## src/sv/nfcfb_pkg.sv

```systemverilog
package nfcfb_pkg;

   localparam int BYTE_W = 8;
   localparam int STEP_W = 3;

   localparam logic [BYTE_W-1:0] PREAMBLE_LO   = 8'h00;
   localparam logic [BYTE_W-1:0] PREAMBLE_HI   = 8'hFF;
   localparam logic [BYTE_W-1:0] POSTAMBLE     = 8'h00;
   localparam logic [BYTE_W-1:0] TFI_RESET     = 8'hD4;
   localparam logic [BYTE_W-1:0] LEN_MIN       = 8'd1;
   localparam logic [BYTE_W-1:0] LEN_MAX       = 8'd254;
   localparam logic [BYTE_W-1:0] LEN_OVER      = 8'd255;

   // Kind of work the back end carries out for one accepted item.
   localparam logic [1:0] KIND_FIRST  = 2'd0;  // header plus first payload byte
   localparam logic [1:0] KIND_MIDDLE = 2'd1;  // payload byte only
   localparam logic [1:0] KIND_LAST   = 2'd2;  // payload byte, checksum, postamble
   localparam logic [1:0] KIND_TAIL   = 2'd3;  // checksum and postamble only

   // Step at which each kind emits its final byte.
   localparam logic [STEP_W-1:0] FIRST_END_STEP  = 3'd6;
   localparam logic [STEP_W-1:0] MIDDLE_END_STEP = 3'd0;
   localparam logic [STEP_W-1:0] LAST_END_STEP   = 3'd2;
   localparam logic [STEP_W-1:0] TAIL_END_STEP   = 3'd1;

   // Header steps of a first byte.
   localparam logic [STEP_W-1:0] STEP_PRE0 = 3'd0;
   localparam logic [STEP_W-1:0] STEP_PRE1 = 3'd1;
   localparam logic [STEP_W-1:0] STEP_PRE2 = 3'd2;
   localparam logic [STEP_W-1:0] STEP_LEN  = 3'd3;
   localparam logic [STEP_W-1:0] STEP_LCS  = 3'd4;
   localparam logic [STEP_W-1:0] STEP_TFI  = 3'd5;

   typedef struct packed {
      logic [BYTE_W-1:0] payload_byte;
      logic [BYTE_W-1:0] payload_len;
   } req_type;

   typedef struct packed {
      logic [BYTE_W-1:0] out_byte;
      logic              last_of_run;
      logic              frame_end;
   } rsp_type;

   typedef struct packed {
      logic [1:0]        kind;
      logic [BYTE_W-1:0] data;
      logic [BYTE_W-1:0] len_byte;
      logic [BYTE_W-1:0] tfi;
      logic [BYTE_W-1:0] dcs;
   } cmd_type;

endpackage

```

## src/sv/nfcfb_front.sv

```systemverilog
module nfcfb_front import nfcfb_pkg::*; (
   input  logic        clock,
   input  logic        reset,
   input  logic        csr_wr_en,
   input  logic [7:0]  csr_wr_data,
   input  logic        accept,
   input  req_type     req_data,
   output cmd_type     cmd
);

   logic              in_frame_ff, in_frame_in;
   logic [BYTE_W-1:0] bytes_left_ff, bytes_left_in;
   logic [BYTE_W-1:0] sum_ff, sum_in;
   logic [BYTE_W-1:0] tfi_ff, tfi_in;
   logic [BYTE_W-1:0] len_clamped;
   logic [BYTE_W-1:0] sum_next;
   logic [BYTE_W-1:0] left_next;

   always_comb begin
      len_clamped = req_data.payload_len;
      if (req_data.payload_len == 8'd0) begin
         len_clamped = LEN_MIN;
      end else if (req_data.payload_len == LEN_OVER) begin
         len_clamped = LEN_MAX;
      end

      sum_next  = sum_ff + req_data.payload_byte;
      left_next = bytes_left_ff - 8'd1;

      in_frame_in   = in_frame_ff;
      bytes_left_in = bytes_left_ff;
      sum_in        = sum_ff;
      tfi_in        = csr_wr_en ? csr_wr_data : tfi_ff;

      cmd.data     = req_data.payload_byte;
      cmd.len_byte = len_clamped + 8'd1;
      cmd.tfi      = tfi_ff;
      cmd.dcs      = (~sum_next) + 8'd1;
      cmd.kind     = KIND_FIRST;

      if (!in_frame_ff) begin
         cmd.kind      = KIND_FIRST;
         sum_in        = tfi_ff + req_data.payload_byte;
         bytes_left_in = len_clamped - 8'd1;
         in_frame_in   = 1'b1;
      end else if (bytes_left_ff == 8'd0) begin
         // A one-byte frame closes on the item after its first byte.
         cmd.kind      = KIND_TAIL;
         cmd.dcs       = (~sum_ff) + 8'd1;
         in_frame_in   = 1'b0;
      end else begin
         sum_in        = sum_next;
         bytes_left_in = left_next;
         if (left_next != 8'd0) begin
            cmd.kind = KIND_MIDDLE;
         end else begin
            cmd.kind    = KIND_LAST;
            in_frame_in = 1'b0;
         end
      end
   end

   always_ff @(posedge clock) begin
      if (reset) begin
         in_frame_ff   <= 1'b0;
         bytes_left_ff <= '0;
         sum_ff        <= '0;
         tfi_ff        <= TFI_RESET;
      end else begin
         tfi_ff <= tfi_in;
         if (accept) begin
            in_frame_ff   <= in_frame_in;
            bytes_left_ff <= bytes_left_in;
            sum_ff        <= sum_in;
         end
      end
   end

endmodule

```

## src/sv/nfcfb_queue.sv

```systemverilog
module nfcfb_queue import nfcfb_pkg::*; #(
   parameter int DEPTH = 2
) (
   input  logic    clock,
   input  logic    reset,
   input  logic    push,
   input  cmd_type push_data,
   output logic    full,
   input  logic    pop,
   output cmd_type pop_data,
   output logic    empty
);

   localparam int PTR_W = (DEPTH > 1) ? $clog2(DEPTH) : 1;
   localparam int CNT_W = $clog2(DEPTH + 1);

   cmd_type           mem_ff [DEPTH];
   logic [PTR_W-1:0]  wr_ptr_ff, wr_ptr_in;
   logic [PTR_W-1:0]  rd_ptr_ff, rd_ptr_in;
   logic [CNT_W-1:0]  count_ff, count_in;
   logic              do_push;
   logic              do_pop;

   assign full     = (count_ff == CNT_W'(DEPTH));
   assign empty    = (count_ff == '0);
   assign do_push  = push && !full;
   assign do_pop   = pop && !empty;
   assign pop_data = mem_ff[rd_ptr_ff];

   always_comb begin
      wr_ptr_in = wr_ptr_ff;
      rd_ptr_in = rd_ptr_ff;
      count_in  = count_ff;
      if (do_push) begin
         wr_ptr_in = (wr_ptr_ff == PTR_W'(DEPTH - 1)) ? '0 : wr_ptr_ff + 1'b1;
      end
      if (do_pop) begin
         rd_ptr_in = (rd_ptr_ff == PTR_W'(DEPTH - 1)) ? '0 : rd_ptr_ff + 1'b1;
      end
      if (do_push && !do_pop) begin
         count_in = count_ff + 1'b1;
      end else if (do_pop && !do_push) begin
         count_in = count_ff - 1'b1;
      end
   end

   always_ff @(posedge clock) begin
      if (do_push) begin
         mem_ff[wr_ptr_ff] <= push_data;
      end
   end

   always_ff @(posedge clock) begin
      if (reset) begin
         wr_ptr_ff <= '0;
         rd_ptr_ff <= '0;
         count_ff  <= '0;
      end else begin
         wr_ptr_ff <= wr_ptr_in;
         rd_ptr_ff <= rd_ptr_in;
         count_ff  <= count_in;
      end
   end

endmodule

```

## src/sv/nfcfb_back.sv

```systemverilog
module nfcfb_back import nfcfb_pkg::*; (
   input  logic    clock,
   input  logic    reset,
   input  cmd_type q_data,
   input  logic    q_empty,
   output logic    q_pop,
   output rsp_type rsp_data,
   output logic    rsp_empty,
   input  logic    rsp_pop
);

   logic              cur_valid_ff, cur_valid_in;
   cmd_type           cur_ff, cur_in;
   logic [STEP_W-1:0] step_ff, step_in;
   logic              out_valid_ff, out_valid_in;
   rsp_type           out_ff, out_in;
   logic [STEP_W-1:0] end_step;
   logic              at_end;
   logic              emit;
   logic              load;
   rsp_type           sel;

   always_comb begin
      case (cur_ff.kind)
         KIND_FIRST:  end_step = FIRST_END_STEP;
         KIND_MIDDLE: end_step = MIDDLE_END_STEP;
         KIND_LAST:   end_step = LAST_END_STEP;
         default:     end_step = TAIL_END_STEP;
      endcase
      at_end = (step_ff == end_step);

      sel.last_of_run = at_end;
      sel.frame_end   = 1'b0;
      sel.out_byte    = cur_ff.data;
      case (cur_ff.kind)
         KIND_FIRST: begin
            case (step_ff)
               STEP_PRE0: sel.out_byte = PREAMBLE_LO;
               STEP_PRE1: sel.out_byte = PREAMBLE_LO;
               STEP_PRE2: sel.out_byte = PREAMBLE_HI;
               STEP_LEN:  sel.out_byte = cur_ff.len_byte;
               STEP_LCS:  sel.out_byte = (~cur_ff.len_byte) + 8'd1;
               STEP_TFI:  sel.out_byte = cur_ff.tfi;
               default:   sel.out_byte = cur_ff.data;
            endcase
         end
         KIND_MIDDLE: begin
            sel.out_byte = cur_ff.data;
         end
         KIND_LAST: begin
            if (step_ff == 3'd0) begin
               sel.out_byte = cur_ff.data;
            end else if (step_ff == 3'd1) begin
               sel.out_byte = cur_ff.dcs;
            end else begin
               sel.out_byte  = POSTAMBLE;
               sel.frame_end = 1'b1;
            end
         end
         default: begin
            if (step_ff == 3'd0) begin
               sel.out_byte = cur_ff.dcs;
            end else begin
               sel.out_byte  = POSTAMBLE;
               sel.frame_end = 1'b1;
            end
         end
      endcase
   end

   assign emit  = cur_valid_ff && (!out_valid_ff || rsp_pop);
   assign load  = !cur_valid_ff || (emit && at_end);
   assign q_pop = load && !q_empty;

   always_comb begin
      out_valid_in = out_valid_ff && !rsp_pop;
      out_in       = out_ff;
      cur_valid_in = cur_valid_ff;
      cur_in       = cur_ff;
      step_in      = step_ff;
      if (emit) begin
         out_valid_in = 1'b1;
         out_in       = sel;
         step_in      = step_ff + 1'b1;
      end
      if (load) begin
         cur_valid_in = !q_empty;
         cur_in       = q_data;
         step_in      = '0;
      end
   end

   always_ff @(posedge clock) begin
      out_ff <= out_in;
      cur_ff <= cur_in;
      if (reset) begin
         cur_valid_ff <= 1'b0;
         out_valid_ff <= 1'b0;
         step_ff      <= '0;
      end else begin
         cur_valid_ff <= cur_valid_in;
         out_valid_ff <= out_valid_in;
         step_ff      <= step_in;
      end
   end

   assign rsp_data  = out_ff;
   assign rsp_empty = !out_valid_ff;

endmodule

```

## src/sv/nfc_host_frame_builder.sv

```systemverilog
// Host-to-module NFC information frame builder. Payload bytes enter one per
// transfer on the req_ side; the first byte of a frame also carries the payload
// count (0 is taken as 1, 255 as 254). The rsp_ side delivers the framed byte
// stream for a serial transmitter: the first byte yields seven bytes (00 00 FF,
// LEN, length checksum, the direction byte from csr_wr_data, the payload byte),
// middle bytes yield one byte, and the final byte yields three (itself, the
// data checksum over direction byte and payload, postamble 00). A one-byte
// frame is closed by the next input transfer, whose fields are ignored and
// which yields only the checksum and postamble. The direction byte resets to
// D4 and is sampled at the first byte of each frame. A front end classifies
// each input and keeps the frame state; it accepts one input per clock while
// the command queue (QUEUE_DEPTH entries) has room. A back-end sequencer then
// emits one output byte per clock into a registered output stage while that
// stage is empty or being popped, and the sustained rate is one rsp_ byte per
// clock when rsp_pop stays high.
module nfc_host_frame_builder import nfcfb_pkg::*; #(
   parameter int QUEUE_DEPTH = 2
) (
   input  logic       clock,
   input  logic       reset,
   input  logic       req_push,
   input  req_type    req_data,
   output logic       req_full,
   output logic       rsp_empty,
   input  logic       rsp_pop,
   output rsp_type    rsp_data,
   input  logic       csr_wr_en,
   input  logic [7:0] csr_wr_data
);

   cmd_type front_cmd;
   cmd_type q_data;
   logic    q_empty;
   logic    q_pop;
   logic    accept;

   // An input transfer completes whenever the queue has a free slot.
   assign accept = req_push && !req_full;

   nfcfb_front u_front (
      .clock       (clock),
      .reset       (reset),
      .csr_wr_en   (csr_wr_en),
      .csr_wr_data (csr_wr_data),
      .accept      (accept),
      .req_data    (req_data),
      .cmd         (front_cmd)
   );

   nfcfb_queue #(
      .DEPTH (QUEUE_DEPTH)
   ) u_queue (
      .clock     (clock),
      .reset     (reset),
      .push      (req_push),
      .push_data (front_cmd),
      .full      (req_full),
      .pop       (q_pop),
      .pop_data  (q_data),
      .empty     (q_empty)
   );

   // The back end drains commands independently of the input side.
   nfcfb_back u_back (
      .clock     (clock),
      .reset     (reset),
      .q_data    (q_data),
      .q_empty   (q_empty),
      .q_pop     (q_pop),
      .rsp_data  (rsp_data),
      .rsp_empty (rsp_empty),
      .rsp_pop   (rsp_pop)
   );

endmodule

```

## config.mk

```make
export PLATFORM = sky130hd
export DESIGN_NAME = nfc_host_frame_builder
export DESIGN_NICKNAME = d
export VERILOG_FILES = /design/src/sv/nfcfb_pkg.sv /design/src/sv/nfcfb_front.sv /design/src/sv/nfcfb_queue.sv /design/src/sv/nfcfb_back.sv /design/src/sv/nfc_host_frame_builder.sv
export SDC_FILE = /design/constraint.sdc
export NUM_CORES = 1
export LEC_CHECK = 0
export ABC_AREA = 1
export BUFFER_PORTS_ARGS = -buffer_cell sky130_fd_sc_hd__buf_2
export CAP_MARGIN = 40
export CORE_ASPECT_RATIO = 0.6
export CORE_MARGIN = 2
export CORE_UTILIZATION = 43
export DETAILED_ROUTE_END_ITERATION = 6
export MAX_ROUTING_LAYER = met4
export PLACE_DENSITY = 0.61
export SETUP_SLACK_MARGIN = 0.2
export SYNTH_ARGS = -nofsm -noshare
export SYNTH_HDL_FRONTEND = slang
export SYNTH_SLANG_ARGS = --single-unit
```

## constraint.sdc

```tcl
create_clock -name clock -period 4.7 [get_ports clock]
set_input_delay 0 -clock clock [delete_from_list [all_inputs] [get_ports clock]]
set_output_delay 0 -clock clock [all_outputs]
set_load 0.1 [all_outputs]
```

* Word level (Yosys, flattened, before mapping)
Memories as Yosys holds them, arrays and structs flattened. A register that Yosys moved wholly into a read port is not among the register bits. Cells that the tools add are included. W data, S select, Z words.
Word-level totals: bits in registers 44, memory bits (writable) 68, bits of input ports 29, output and inout bits 12, word-level logic and storage cells 100, memories kept 1
Operators by class: add/subtract/negate cells 13, equal/unequal tests 11, muxes and demuxes 31, bitwise gates (word level) 3, reductions and logical operators 28
Memories:
- u_queue.mem_ff | words 2, bits a word 34, read ports 1, clocked after memory_dff 1, write ports 1, line nfcfb_queue.sv:17 | cmd_type mem_ff [DEPTH];
Operators by type and width (count):
- $mux W8 | 11
- $pmux W8 S5 | 1
- $add A8 B1 Y8 const B | 4
- $not A8 Y8 | 3
- $pmux W8 S3 | 1
- $add A8 B8 Y8 | 2
- $logic_not A8 Y1 | 2
- $sub A8 B1 Y8 const B | 2
- $mux W1 | 11
- $mux W2 | 5
- $pmux W3 S3 | 1
- $eq A8 B8 Y1 const B | 1
- $logic_and A1 B1 Y1 | 8
- $reduce_bool A8 Y1 | 1
- $logic_not A1 Y1 | 7
- $eq A3 B2 Y1 const B | 2
- $eq A3 B3 Y1 const B | 2
- $reduce_or A2 Y1 | 3
- $eq A2 B2 Y1 const B | 2
- $logic_not A2 Y1 | 2
- $add A3 B1 Y3 const B | 1
- $eq A3 B1 Y1 const B | 1
- $eq A3 B3 Y1 | 1
- $logic_not A3 Y1 | 1
- other kinds (9) | 11

* Longest topological paths before layout
depth after elaboration 10, depth in mapped cells 13, gate-level depth less buffers 13

* Hierarchy
Synthesis repeated with hierarchy kept, for this count alone.
Unflattened totals: cell total of the unflattened synthesis 836, area total of the unflattened synthesis 8007.7 µm²
Modules (own cells, without submodules):
- nfcfb_queue | times used 1, cells an instance 143, area an instance 2861.5 µm², sequential area each 2142.1 µm²
- nfcfb_front | times used 1, cells an instance 426, area an instance 2657.5 µm², sequential area each 500.5 µm²
- nfcfb_back | times used 1, cells an instance 265, area an instance 2478.6 µm², sequential area each 1421.4 µm²
- nfc_host_frame_builder | times used 1, cells an instance 2, area an instance 10.0 µm², sequential area each 0.0 µm²

* Worst setup path after synthesis
OpenSTA, ideal clock, no wires.
kind register -> register, start point register u_back.out_valid_ff, end point register u_queue.count_ff[1], setup time 0.122 ns, arrival time 2.814 ns, required time 4.578 ns, path slack 1.764 ns, cell stages (with the launch flop) 11, path buffers 0, period minus slack after synthesis 2.936 ns, cell sequence dfxtp_1 -> inv_1 -> or2_2 -> nand2_1 -> o21ai_4 -> nand2_2 -> ha_1 -> a21oi_1 -> o21ai_0 -> o21ai_0 -> a21oi_1
On the way: cells in the longest elaborated chain, start to end 10, elaborated cells on any way between the ends 12, those cells by class mux (1); reduce/logical (11)
RTL lines:
- start: declaration | line nfcfb_back.sv:15 | logic out_valid_ff, out_valid_in;
- start signal: assignment | line nfcfb_back.sv:102 | out_valid_ff <= out_valid_in;
- $logic_not A1 Y1 *
- net rsp_empty | line nfc_host_frame_builder.sv:24 | output logic rsp_empty,
- $logic_or A1 B1 Y1 * | line nfcfb_back.sv:71 | assign emit = cur_valid_ff && (!out_valid_ff || rsp_pop);
- $logic_and A1 B1 Y1 * | line nfcfb_back.sv:71
- $logic_and A1 B1 Y1 * | line nfcfb_back.sv:72 | assign load = !cur_valid_ff || (emit && at_end);
- $logic_or A1 B1 Y1 * | line nfcfb_back.sv:72
- net u_back.load | line nfcfb_back.sv:20 | logic load;
- $logic_and A1 B1 Y1 * | line nfcfb_back.sv:73 | assign q_pop = load && !q_empty;
- $logic_and A1 B1 Y1 * | line nfcfb_queue.sv:27 | assign do_pop = pop && !empty;
- $logic_not A1 Y1 | line nfcfb_queue.sv:40 | if (do_push && !do_pop) begin
- $logic_and A1 B1 Y1 | line nfcfb_queue.sv:40
- $mux W2 or $reduce_bool A2 Y1 (tied branches)
- end signal: assignment | line nfcfb_queue.sv:61 | count_ff <= count_in;
- end: declaration | line nfcfb_queue.sv:20 | logic [CNT_W-1:0] count_ff, count_in;
The timed path passes the listed nets; every way through them passes the cells marked *. A chain may end at the register's enable or synchronous reset.

==> out/results.txt <==
Status: finished clean
Fmax: 440 MHz
Combinational family with the most area after synthesis: simple AND/OR/NAND/NOR gates
GRT Total Usage: 0.201
Clk_skew: 11.2 ps
GP Congestion: 0.871
RSZ-0062 raised after global routing: false
Critical R2R Launch: u_front.sum_ff[0]$_SDFFE_PP0P_
Wirelength, routed: 17.7 mm
Synth Area in Adders: 0.0512
Avg Inst Size Synth: 9.63 µm²
Startpoint Class: flip-flop
Cells after Synth: 792
DR iter-0 viols: 631
Post-synth EDFFs: 112
WP data required: 4910 ps
Vias in the first global route: 5,114
CP endpoint kind: flip-flop
Max H-tree Level: 4
Final Hold Vio Count: 0
Share of layout cells above drive strength 1: 0.160
DR WL/cell: 15.9 µm
Non-Filler Instances: 1,108
Crit path launch: u_front.sum_ff[0]$_SDFFE_PP0P_
CTS root buf: clkbuf_16
Initial antenna violation count: 0
# IOs: 41
I/O Buffers: 40
Die Span Y: 107 µm
Tmin final: 2270 ps
Xor/xnor cell area share of the yosys netlist: 0.0194
Worst slew pin tran: 765 ps
Post-Synth Simple-Gate Area: 0.185
Initial Util: 0.442
Ant diodes: 0
Cell area after synthesis: 7620 µm²
Synth Flop Type: edfxtp_1
Syn Nets: 851
Yosys cell types: 48
Seq/Total Area, Yosys: 0.530
Clock Path Buffers: 2
Async SR Flop Fraction: 0
First-pass GRT wire length: 27.9 mm
Placed insts: 1,051
Final Slew Violations: 0
Period utilization: 0.483
Post-synthesis mux area share: 0.0502
Peak supply drop: 0.252 mV
Yosys reg bits: 146
Layout area overhead: 17.0%
Arrival time at the worst endpoint: 2490 ps
DR vias: 5,774
Largest net degree at the start of global routing: 39
Die width: 176 µm
Maxcap violations: 0
Num rows: 37
CTS tree: built
Nets: 920
Core box area: 17,300 µm²
Worst skew pair latency: 420 ps
Die area: 18,800 µm²
Num CTS Buffers: 17
Synth Warn #: 0
Total gr overflow: 0
Via density: 5.21
Setup Viol. Count Final: 0
Pre-antenna DRT Iters: 6
Leakage dissipation: 3.68 nW
Total negative slack: 0 ps
Detailed-placement wirelength estimate: 12.7 mm
ANT nets after route: 0
Crit path kind: reg2reg
Total clock sinks: 146
Compound-Gate Fraction of Synth Area: 0.101
Hold crit path type: in2reg
Hold Startpoint: reset
DRC Markers: 0
PwrDens: 593 nW/µm²
Reg clk slew, reported paths: 60 ps
Peak fanout along the critical path: 4
Slew HR: 0.489
critical path: stages (launching register included):
cell and delay (ps):
dfxtp_1 330, ha_1 220, fa_1 430, nand2_1 110, nand2_1 110, nor3_2 200
nand2_1 120, nor2_1 150, o21ai_0 90, o21ai_1 290
repair_timing:
item / 4_1_cts / 5_1_grt
gates resized for setup: 0 / 0
hold buffers: 25 / 0
endpoints found under the setup margin: 0 / 0
endpoints found under the hold margin: 26 / 0
setup buffers: 0 / 0
layout by cell type (no fill, tap or decap), types with 2 or more instances in the layout:
cell | netlist | layout
a211oi_1 | 4 | 4
nor2_2 | 4 | 5
inv_1 | 90 | 90
fa_1 | 2 | 2
o22ai_1 | 2 | 2
mux2_2 | 34 | 34
clkinv_2 | 0 | 2
inv_6 | 0 | 4
xor2_1 | 12 | 12
nand2_1 | 145 | 145
xnor2_1 | 3 | 3
bufinv_16 | 0 | 2
nand3_1 | 65 | 65
nor3_1 | 4 | 4
clkinv_1 | 2 | 3
inv_8 | 0 | 3
nor2_4 | 1 | 2
ha_1 | 28 | 28
nor2_1 | 54 | 52
nand2_2 | 6 | 6
dfxtp_1 | 34 | 34
nor4_1 | 2 | 2
edfxtp_1 | 112 | 112
a21oi_1 | 52 | 52
dlygate4sd3_1 | 0 | 25
clkbuf_16 | 0 | 17
nand4_1 | 21 | 21
buf_2 | 6 | 40
a21o_1 | 2 | 2
o211ai_1 | 12 | 12
o21ai_1 | 5 | 5
o21ai_0 | 52 | 52
inv_2 | 8 | 8
buf_4 | 2 | 3
worst paths after layout:
check	end	slack [ps]	depth (start not counted)
max	u_queue.mem_ff[0][5]$_DFFE_PP_	2430	9
min	u_queue.count_ff[0]$_SDFFE_PP0P_	30	2
max reg2reg	u_queue.mem_ff[0][5]$_DFFE_PP_	2430	9
min reg2reg	u_front.bytes_left_ff[4]$_SDFFE_PP0P_	500	2
cell usage after synthesis (2+ instances only):
cell	n	area share
a211oi_1	4	0.0039
a21o_1	2	0.0020
a21oi_1	52	0.034
buf_2	6	0.0039
buf_4	2	0.0020
buf_6	2	0.0030
clkbuf_1	8	0.0039
clkinv_1	2	0.00098
dfxtp_1	34	0.089
edfxtp_1	112	0.44
fa_1	2	0.0053
ha_1	28	0.046
inv_1	90	0.044
inv_2	8	0.0039
mux2_2	34	0.050
nand2_1	145	0.071
nand2_2	6	0.0049
nand3_1	65	0.043
nand4_1	21	0.017
nor2_1	54	0.027
nor2_2	4	0.0033
nor3_1	4	0.0026
nor4_1	2	0.0016
o211ai_1	12	0.012
o21ai_0	52	0.034
o21ai_1	5	0.0033
o22ai_1	2	0.0016
xnor2_1	3	0.0034
xor2_1	12	0.014
logic make-up after synthesis:
| group | Yosys count |
|---|---|
| buf+inv | 119 |
| mux | 34 |
| compound gates | 136 |
| fa+ha+maj | 30 |
| simple gates | 311 |
| xor+xnor | 16 |
| flops | 146 |
layout make-up:
cell class	instances	area, µm²
Fill cell	1553	8350
Clock inverter	15	175
Timing Repair Buffer	69	493
Clock buffer	17	425
Sequential cell	146	4040
Inverter	100	375
Multi-Input combinational cell	527	3110
Tap cell	234	293
stage by stage:
stage                     power, mW  instance area [µm²]  hold WS [ps]  worst slack, ps  utilization
after floorplan                3.43                 7620          98.9             1760            -
after detailed placement       3.89                 8070           221             2450        0.467
after CTS                      5.30                 8920          3.50             2440        0.516
final                          5.29                 8920          27.2             2430        0.516
after global routing           5.58                 8920          28.9             2230        0.516
after global placement         3.88                 8050           221             2500        0.466
power by group:
group / switching, mW / internal (mW)
Sequential: 0.216 / 1.88
Combinational: 1.27 / 0.544
Clock: 0.578 / 0.801
Total: 2.07 / 3.23
flip-flops by register name, indices dropped and copies added (netlist names):
register / cells
u_back.cur_ff: 34
u_back.cur_valid_ff: 1
u_back.out_valid_ff: 1
u_back.rsp_data: 10
u_back.step_ff: 3
u_front.bytes_left_ff: 8
u_front.in_frame_ff: 1
u_front.sum_ff: 8
u_front.tfi_ff: 8
u_queue.count_ff: 2
u_queue.mem_ff: 68
u_queue.rd_ptr_ff: 1
u_queue.wr_ptr_ff: 1
metal layers:
| metal | global-route usage | vias up | part of all wire |
|---|---|---|---|
| li1 | - | 2898 | - |
| met1 | 0.326 | 2695 | 0.57 |
| met2 | 0.249 | 161 | 0.37 |
| met3 | 0.0326 | 20 | 0.049 |
| met4 | 0.0561 | 0 | 0.013 |
| met5 | - | - | 0 |
Power figures use the tool's default switching activity.
